==> src/design/fsr_pkg.sv <==
// Shared types, constants and helpers of the fan-out sample ring.
package fsr_pkg;

  localparam int Depth      = 4096;
  localparam int Fanout     = 8;
  localparam int SampleBits = 32;
  localparam int MaxBurst   = 64;

  localparam int AddrW  = $clog2(Depth);
  localparam int CapW   = AddrW + 1;
  localparam int CurW   = (Fanout > 1) ? $clog2(Fanout) : 1;
  localparam int PosW   = 64;
  localparam int BurstW = $clog2(MaxBurst + 1);

  // Fixed field widths of the stream payload.
  localparam int ActionW  = 3;
  localparam int SelW     = 3;
  localparam int CountW   = 7;
  localparam int StatusW  = 2;
  localparam int PendW    = 32;
  localparam int CapLog2W = 4;
  localparam int InDataW  = 48;
  localparam int OutDataW = 72;

  localparam int FifoDepth = 4;
  localparam int FifoPtrW  = $clog2(FifoDepth);
  localparam int FifoCntW  = FifoPtrW + 1;

  localparam logic [CapLog2W-1:0] CapLog2Reset = CapLog2W'(12);

  typedef enum logic [ActionW-1:0] {
    ACT_WRITE  = 3'd0,
    ACT_ATTACH = 3'd1,
    ACT_DETACH = 3'd2,
    ACT_READ   = 3'd3,
    ACT_AVAIL  = 3'd4
  } action_e;

  typedef enum logic [StatusW-1:0] {
    STS_OK      = 2'd0,
    STS_EMPTY   = 2'd1,
    STS_ERR     = 2'd2,
    STS_NO_FREE = 2'd3
  } status_e;

  typedef enum logic [1:0] {
    ST_IDLE,
    ST_EXEC,
    ST_BURST
  } state_e;

  typedef enum logic [2:0] {
    CUR_NOP,
    CUR_WRITE,
    CUR_ATTACH,
    CUR_DETACH,
    CUR_MARK,
    CUR_STEP
  } cur_op_e;

  typedef struct packed {
    cur_op_e         op;
    logic [SelW-1:0] sel;
  } cur_cmd_t;

  typedef struct packed {
    logic             free_found;
    logic [CurW-1:0]  free_idx;
    logic             sel_active;
    logic             sel_overrun;
    logic [PosW-1:0]  sel_lag;
    logic [AddrW-1:0] sel_addr;
    logic [AddrW-1:0] wr_addr;
  } cur_stat_t;

  typedef struct packed {
    status_e               status;
    logic [SampleBits-1:0] sample;
    logic [SelW-1:0]       cursor;
    logic [PendW-1:0]      pending;
    logic                  last;
  } res_t;

  function automatic logic [PendW-1:0] sat32(input logic [PosW-1:0] v);
    logic [PendW-1:0] r;
    r = (v[PosW-1:PendW] != '0) ? '1 : v[PendW-1:0];
    return r;
  endfunction

endpackage

==> src/design/fsr_out_fifo.sv <==
// Small result queue that decouples the result stream from the sequencer.
module fsr_out_fifo (
  input  logic                         clk_i,
  input  logic                         rst_ni,
  input  logic                         push_i,
  input  fsr_pkg::res_t                push_data_i,
  input  logic                         pop_ready_i,
  output logic                         valid_o,
  output fsr_pkg::res_t                data_o,
  output logic [fsr_pkg::FifoCntW-1:0] cnt_o
);

  fsr_pkg::res_t                 mem_q [fsr_pkg::FifoDepth];
  logic [fsr_pkg::FifoPtrW-1:0]  wr_ptr_q, wr_ptr_d;
  logic [fsr_pkg::FifoPtrW-1:0]  rd_ptr_q, rd_ptr_d;
  logic [fsr_pkg::FifoCntW-1:0]  cnt_q, cnt_d;
  logic                          pop;

  assign valid_o = (cnt_q != '0);
  assign pop     = valid_o && pop_ready_i;
  assign data_o  = mem_q[rd_ptr_q];
  assign cnt_o   = cnt_q;

  always_comb begin
    wr_ptr_d = push_i ? wr_ptr_q + 1'b1 : wr_ptr_q;
    rd_ptr_d = pop ? rd_ptr_q + 1'b1 : rd_ptr_q;
    cnt_d    = cnt_q + fsr_pkg::FifoCntW'(push_i) - fsr_pkg::FifoCntW'(pop);
  end

  always_ff @(posedge clk_i) begin
    if (push_i) begin
      mem_q[wr_ptr_q] <= push_data_i;
    end
  end

  always_ff @(posedge clk_i or negedge rst_ni) begin
    if (!rst_ni) begin
      wr_ptr_q <= '0;
      rd_ptr_q <= '0;
      cnt_q    <= '0;
    end else begin
      wr_ptr_q <= wr_ptr_d;
      rd_ptr_q <= rd_ptr_d;
      cnt_q    <= cnt_d;
    end
  end

endmodule

==> config.mk <==
export PLATFORM = sky130hd
export DESIGN_NAME = fsr_out_fifo
export DESIGN_NICKNAME = d
export VERILOG_FILES = /design/src/design/fsr_pkg.sv /design/src/design/fsr_out_fifo.sv
export SDC_FILE = /design/constraint.sdc
export NUM_CORES = 1
export LEC_CHECK = 0
export BUFFER_PORTS_ARGS = -buffer_cell sky130_fd_sc_hd__buf_2
export CAP_MARGIN = 30
export CORE_MARGIN = 2
export CORE_UTILIZATION = 50
export DETAILED_ROUTE_END_ITERATION = 10
export PLACE_DENSITY = 0.7
export SLEW_MARGIN = 40
export SYNTH_ARGS = -nofsm -noshare
export SYNTH_HDL_FRONTEND = slang
export SYNTH_SLANG_ARGS = --single-unit
export TNS_END_PERCENT = 20
==> constraint.sdc <==
create_clock -name clk_i -period 4.15 [get_ports clk_i]
set_input_delay 0.83 -clock clk_i [delete_from_list [all_inputs] [get_ports clk_i]]
set_output_delay 0.83 -clock clk_i [all_outputs]
set_load 0.1 [all_outputs]
==> results of run 1 <==
==> path summary, 6_finish.rpt <==
check                                           to  slack, ns  cells after the start
min in group clk_i          mem_q[2][54]$_DFFE_PP_       0.51                      1
min reg2reg                wr_ptr_q[0]$_DFFE_PN0P_       0.55                      1
max                                     data_o[69]       0.81                      3
max in group asynchronous  rd_ptr_q[1]$_DFFE_PN0P_       3.85                      1
min                             cnt_o[1]$_DFF_PN0_       0.12                      1
max reg2reg                     cnt_o[2]$_DFF_PN0_       2.06                      7
==> placed cells by master, fill, tap and decap left out <==
cell type   netlist  layout
buf_2             7     147
bufinv_16         0       6
fa_1              1       1
edfxtp_1        280     280
xor2_1            2       2
dfrtp_4           0       2
buf_12            7      10
clkinv_1          0       4
inv_1             6       6
o311ai_0          1       1
diode_2           0       1
clkinv_2          0       5
mux4_1            2       2
ha_1              6       6
clkbuf_1          1       6
dfrtp_1           7       5
mux4_2           68      68
o21ai_0           1       1
buf_4             0       2
nand2_1           1       1
clkbuf_16         0      29
xnor2_1           3       3
or3_1             1       1
clkinvlp_4        0       2
and2_4            0       4
o31a_1            1       1
inv_6             0       1
==> worst reg2reg max path, delay by kind of cell, from the launching register on <==
kind            cells  cell delay, ns
compound gates      1            0.35
buf+inv             1            0.04
fa+ha+maj           3            0.86
flops               1            0.43
xor+xnor            2            0.32
==> per-stage QoR <==
| step | utilization [%] | cell area [um2] | hold WS (ns) |
|---|---|---|---|
| 2_1_floorplan | - | 10600 | 0.494 |
| 3_3_place_gp | 55.2 | 11500 | 0.507 |
| 3_5_place_dp | 56.0 | 11700 | 0.545 |
| 4_1_cts | 60.8 | 12700 | 0.107 |
| 5_1_grt | 60.8 | 12700 | 0.115 |
| 6_report | 60.8 | 12700 | 0.124 |
==> flip-flops by register name, indices dropped and copies added, names as in the netlist <==
name / count
wr_ptr_q: 2
rd_ptr_q: 2
mem_q: 280
cnt_o: 3
==> layer usage <==
metal,global-route usage [%],share of wire (%)
met5,0,0.21
met4,3.67,1.3
met3,5.15,7.4
met2,29.3,53
met1,21.0,38
==> final cells by class <==
class | count | area, um2
fillers | 1467 | 8200
inverters | 6 | 22.5
multi-input cells | 91 | 1790
well taps | 275 | 344
clock buffers | 35 | 748
repair buffers | 159 | 951
diodes | 1 | 2.50
clock inverters | 18 | 244
flip-flops and latches | 287 | 8590
==> cells by family (layout without fill, tap and decap cells) <==
logic type,Yosys count,in the layout,synth area share (%)
xor+xnor,5,5,0.414
other cells,0,1,0
compound gates,3,3,0.213
mux,70,70,15.0
buf+inv,22,218,2.01
flops,287,287,81.2
simple gates,6,6,0.331
fa+ha+maj,7,7,0.899
==> results.sh, run 1 <==
export IMPL_drive_gt1_share_pct=46.3
export IMPL_worst_pin_slew_ns=0.584
export IMPL_fmax_ghz=0.299
export IMPL_avgSynthCellArea_um2=26.4
export IMPL_yosysTopAreaCellShare_pct=79.5
export IMPL_dr_first_iter_drc_count=224
export IMPL_grt_pass1_wl_um=28400
export IMPL_cp_num_buf_inv=2
export IMPL_dp_hpwl_um=11600
export IMPL_syn_nets=481
export IMPL_clk_pin_slew_ns=0.06
export IMPL_cp_end_kind="output port"
export IMPL_top_level_ports=148
export IMPL_viasPerCell=5.42
export IMPL_vias=4724
export IMPL_ys_types=19
export IMPL_core_um2=20900
export IMPL_place_congestion=0.691
export IMPL_ctsResizeCount=0
export IMPL_hold_violations=0
export IMPL_grt_max_degree=38
export IMPL_final_cells=872
export IMPL_dp_slack_ns=1.30
export IMPL_cp_top_family="buffers and inverters"
export IMPL_die_area_um2=22300
export IMPL_rows=53
export IMPL_synth_top_cell_by_area="edfxtp_1"
export IMPL_cts_tree="done"
export IMPL_path_class="reg -> out"
export IMPL_clock_latency_ns=0.53
export IMPL_required_ns=3.32
export IMPL_ys_ff_latch=287
export IMPL_critical_path_cell_chain="buf_4 > mux4_1 > buf_2"
export IMPL_grt_pass1_vias=5169
export IMPL_cts_buffers=29
export IMPL_io_buffers=147
export IMPL_clockRootBuffer="clkbuf_16"
export IMPL_start_util_pct=50.6
export IMPL_synthFlopType="edfxtp_1"
export IMPL_rsz0062_at_grt="false"
export IMPL_grt_ovfl_total=0
export IMPL_routedWlPerCell_um=21.2
export IMPL_worst_slack_ns=0.805
export IMPL_syn_area_um2=10600
export IMPL_ant_nets=0
export IMPL_synth_seq_area_share_pct=81.2
export IMPL_cts_buffer_depth=3
export IMPL_grt_antenna_before_repair=3
export IMPL_synth_edf_count=280
export IMPL_drv_cap=0
export IMPL_slew_headroom_pct=61.0
export IMPL_arrival_ns=2.51
export IMPL_fin_crit_sh_pct=80.6
export IMPL_cts_sinks=287
export IMPL_syn_inst=400
export IMPL_synth_most_common_cell="edfxtp_1"
export IMPL_synthArstFlopShare_pct=2.44
export IMPL_htreeDepth=1
export IMPL_drcViolationCount=0
export IMPL_slowest_stage="dfrtp_4"
export IMPL_setup_tns_ns=0
export IMPL_dr_pass1_iters=4
export IMPL_synth_common_cells="edfxtp_1, mux4_2, buf_12, buf_2, dfrtp_1"
export IMPL_post_cts_buffers=0
export IMPL_layout_nets=655
export IMPL_synth_area_leaders="edfxtp_1, mux4_2, dfrtp_1, buf_12, ha_1"
export IMPL_cp_start_kind="flop"
export IMPL_synth_warnings=0
export IMPL_crit_fanout=20
export IMPL_drv_slew=0
export IMPL_status="complete, no violations"
export IMPL_finClkSkew_ns=0.00929
export IMPL_cp_slowest_stage_delay_ns=0.68
export IMPL_fp_dieH_um=149
export IMPL_cts_hold_fix_buffers=0
export IMPL_r2r_start="cnt_o[1]$_DFF_PN0_"
export IMPL_track_usage_pct=16.8
export IMPL_area_growth_pct=20.0
export IMPL_die_w_um=149
export IMPL_setup_viol=0
export IMPL_fin_crit_ns=3.34
export IMPL_hold_path_class="in -> async"
export IMPL_totalWireLength_um=18500
export IMPL_crit_start="rd_ptr_q[0]$_DFFE_PN0P_"
export IMPL_dp_cells=818
Power of run 1 is left out: the tool's default activity adds up to more than one toggle a clock period on the data nets, which glitch-free logic cannot reach.
==> run 2, diff against run 1 <==
ABC_AREA = 1   (was not set)
clock period = 3.4 ns   (was 4.15 ns; I/O delays follow)
==> run 2 against run 1 <==
Effect of this change:
- synthesized cell count increased by 130%
- sequential share of layout area is 3.2 points lower
- worst setup slack worse by 0.59 ns
- highest routed layer is now met4
- non-clock buffer count up 3
- flip-flop and latch count stayed put
- first-iteration DRC count increased by 71%
==> results.sh, run 2 <==
export IMPL_status="complete, no violations"
export IMPL_syn_area_um2=11300
export IMPL_top_register="mem_q"
export IMPL_hold_violations=0
export IMPL_io_buffers=147
export IMPL_ant_nets=0
export IMPL_synth_seq_area_share_pct=75.7
export IMPL_synthArstFlopShare_pct=2.44
export IMPL_cts_sinks=287
export IMPL_yosysTopAreaCellShare_pct=74.1
export IMPL_nFillCells=1790
export IMPL_path_class="reg -> out"
export IMPL_worst_pin_slew_ns=0.795
export IMPL_cts_buffer_depth=3
export IMPL_die_w_um=155
export IMPL_fmax_ghz=0.314
export IMPL_cp_end_kind="output port"
export IMPL_avgSynthCellArea_um2=12.1
export IMPL_drcViolationCount=0
export IMPL_fin_crit_ns=3.19
export IMPL_dr_first_iter_drc_count=382
export IMPL_arrival_ns=2.51
export IMPL_drv_slew=0
export IMPL_largest_reg_flops=280
export IMPL_clk_pin_slew_ns=0.06
export IMPL_dp_hpwl_um=12200
export IMPL_grt_max_degree=210
export IMPL_drv_cap=0
export IMPL_core_um2=22400
export IMPL_fin_crit_sh_pct=93.8
export IMPL_rows=55
export IMPL_grt_pass1_vias=6543
export IMPL_dr_pass1_iters=5
export IMPL_start_util_pct=50.6
export IMPL_vias=6856
export IMPL_num_antenna_cells=0
export IMPL_synthFlopType="edfxtp_1"
export IMPL_clock_latency_ns=0.53
export IMPL_routedWlPerCell_um=15.1
export IMPL_syn_nets=1019
export IMPL_grt_antenna_before_repair=0
export IMPL_synth_top_cell_by_area="edfxtp_1"
export IMPL_crit_fanout=209
export IMPL_grt_ovfl_total=0
export IMPL_mostFrequentLayoutCell="edfxtp_1"
export IMPL_cp_start_kind="flop"
export IMPL_required_ns=2.72
export IMPL_cts_buffers=29
export IMPL_layout_nets=1166
export IMPL_top_level_ports=148
export IMPL_seq_area_um2=8590
export IMPL_htreeDepth=1
export IMPL_slew_headroom_pct=47.0
export IMPL_synth_common_cells="edfxtp_1, nand2_1, nor2_1"
export IMPL_synth_edf_count=280
export IMPL_area_growth_pct=17.4
export IMPL_cts_tree="done"
export IMPL_clockRootBuffer="clkbuf_16"
export IMPL_post_cts_buffers=0
export IMPL_rsz0062_at_grt="false"
export IMPL_finClkSkew_ns=0.0140
export IMPL_syn_inst=938
export IMPL_setup_viol=0
export IMPL_ys_ff_latch=287
export IMPL_viasPerCell=4.93
export IMPL_hold_path_class="in -> reg"
export IMPL_grt_pass1_wl_um=33100
export IMPL_synth_warnings=0
export IMPL_setup_tns_ns=0
export IMPL_multi_input_area_um2=2210
export IMPL_drive_gt1_share_pct=18.8
export IMPL_place_congestion=0.731
export IMPL_mostFrequentLayoutCells="edfxtp_1, nand2_1, buf_2"
export IMPL_synth_most_common_cell="edfxtp_1"
export IMPL_final_core_util_pct=59.4
export IMPL_synth_area_leaders="edfxtp_1, nand2_1, o21ai_0, nor2_1, inv_1"
export IMPL_track_usage_pct=17.5
export IMPL_totalWireLength_um=21100
export IMPL_fp_dieH_um=155
export IMPL_die_area_um2=23900
export IMPL_ys_types=18
run 2: cell types whose count changed in the layout (fill, tap and decap cells not counted), moves of 5 or more:
cell / change
buf_4: +5
nand2_1: +225
inv_1: +73
clkinv_2: +5
nor2_1: +141
o21ai_0: +138
mux4_2: -68
run 2: area by class of cell:
cell class,instances,share of cell area (%)
flip-flops and latches,287,64.5
repair buffers,162,7.10
inverters,85,2.45
well taps,285,2.68
clock buffers,34,5.59
multi-input cells,520,16.6
clock inverters,18,1.07
run 2: path summary, 6_finish.rpt:
check,from,end,slack (ns),cells past startpoint
min,push_data_i[64],mem_q[0][64]$_DFFE_PP_,0.36,1
min reg2reg,rd_ptr_q[1]$_DFFE_PN0P_,rd_ptr_q[1]$_DFFE_PN0P_,0.53,2
max,rd_ptr_q[0]$_DFFE_PN0P_,data_o[47],0.21,6
max in group asynchronous,rst_ni,rd_ptr_q[0]$_DFFE_PN0P_,2.71,2
min in group asynchronous,rst_ni,rd_ptr_q[1]$_DFFE_PN0P_,0.51,2
max reg2reg,cnt_o[1]$_DFF_PN0_,cnt_o[2]$_DFF_PN0_,1.33,11
run 2: repair_timing:
action | in CTS | in global routing
endpoints found under the hold margin | 7 | 0
hold buffers | 1 | 0
resized for setup | 0 | 1
setup endpoints to repair | 0 | 1
run 2: cell families after synthesis:
logic type / count (synthesis) / synth area share (%)
flip-flops: 287 / 75.7
AO/OA/AOI/OAI: 141 / 6.22
AND/OR/NAND/NOR: 369 / 12.2
adder cells (fa/ha/maj): 7 / 0.838
XOR/XNOR: 3 / 0.232
buffers and inverters: 131 / 4.83
run 2: critical path, stage by stage, from the launching register on:
cell     delay [ns]
dfrtp_4        0.47
buf_16         0.50
nor2_1         0.11
nor2_1         0.12
o21ai_0        0.11
nand2_1        0.08
buf_2          0.42
run 2: metal layers:
| layer | track usage (%) | wire, um | vias up |
|---|---|---|---|
| met5 | 0 | 0 | - |
| met4 | 4.59 | 449 | 0 |
| met3 | 4.43 | 1390 | 37 |
| met2 | 30.6 | 10300 | 179 |
| met1 | 22.1 | 8900 | 3195 |
| li1 | - | - | 3445 |
run 2: per-stage QoR:
step,instance area [um2],setup WS (ns),hold slack [ns],std cells
global placement,12400,0.818,0.515,1338
detailed placement,12400,0.757,0.516,1338
finish,13300,0.211,0.355,1391
CTS,13300,0.171,0.334,1391
floorplan,11300,0.248,0.384,938
global route,13300,0.0322,0.340,1391
Power of run 2 is left out for the same reason.
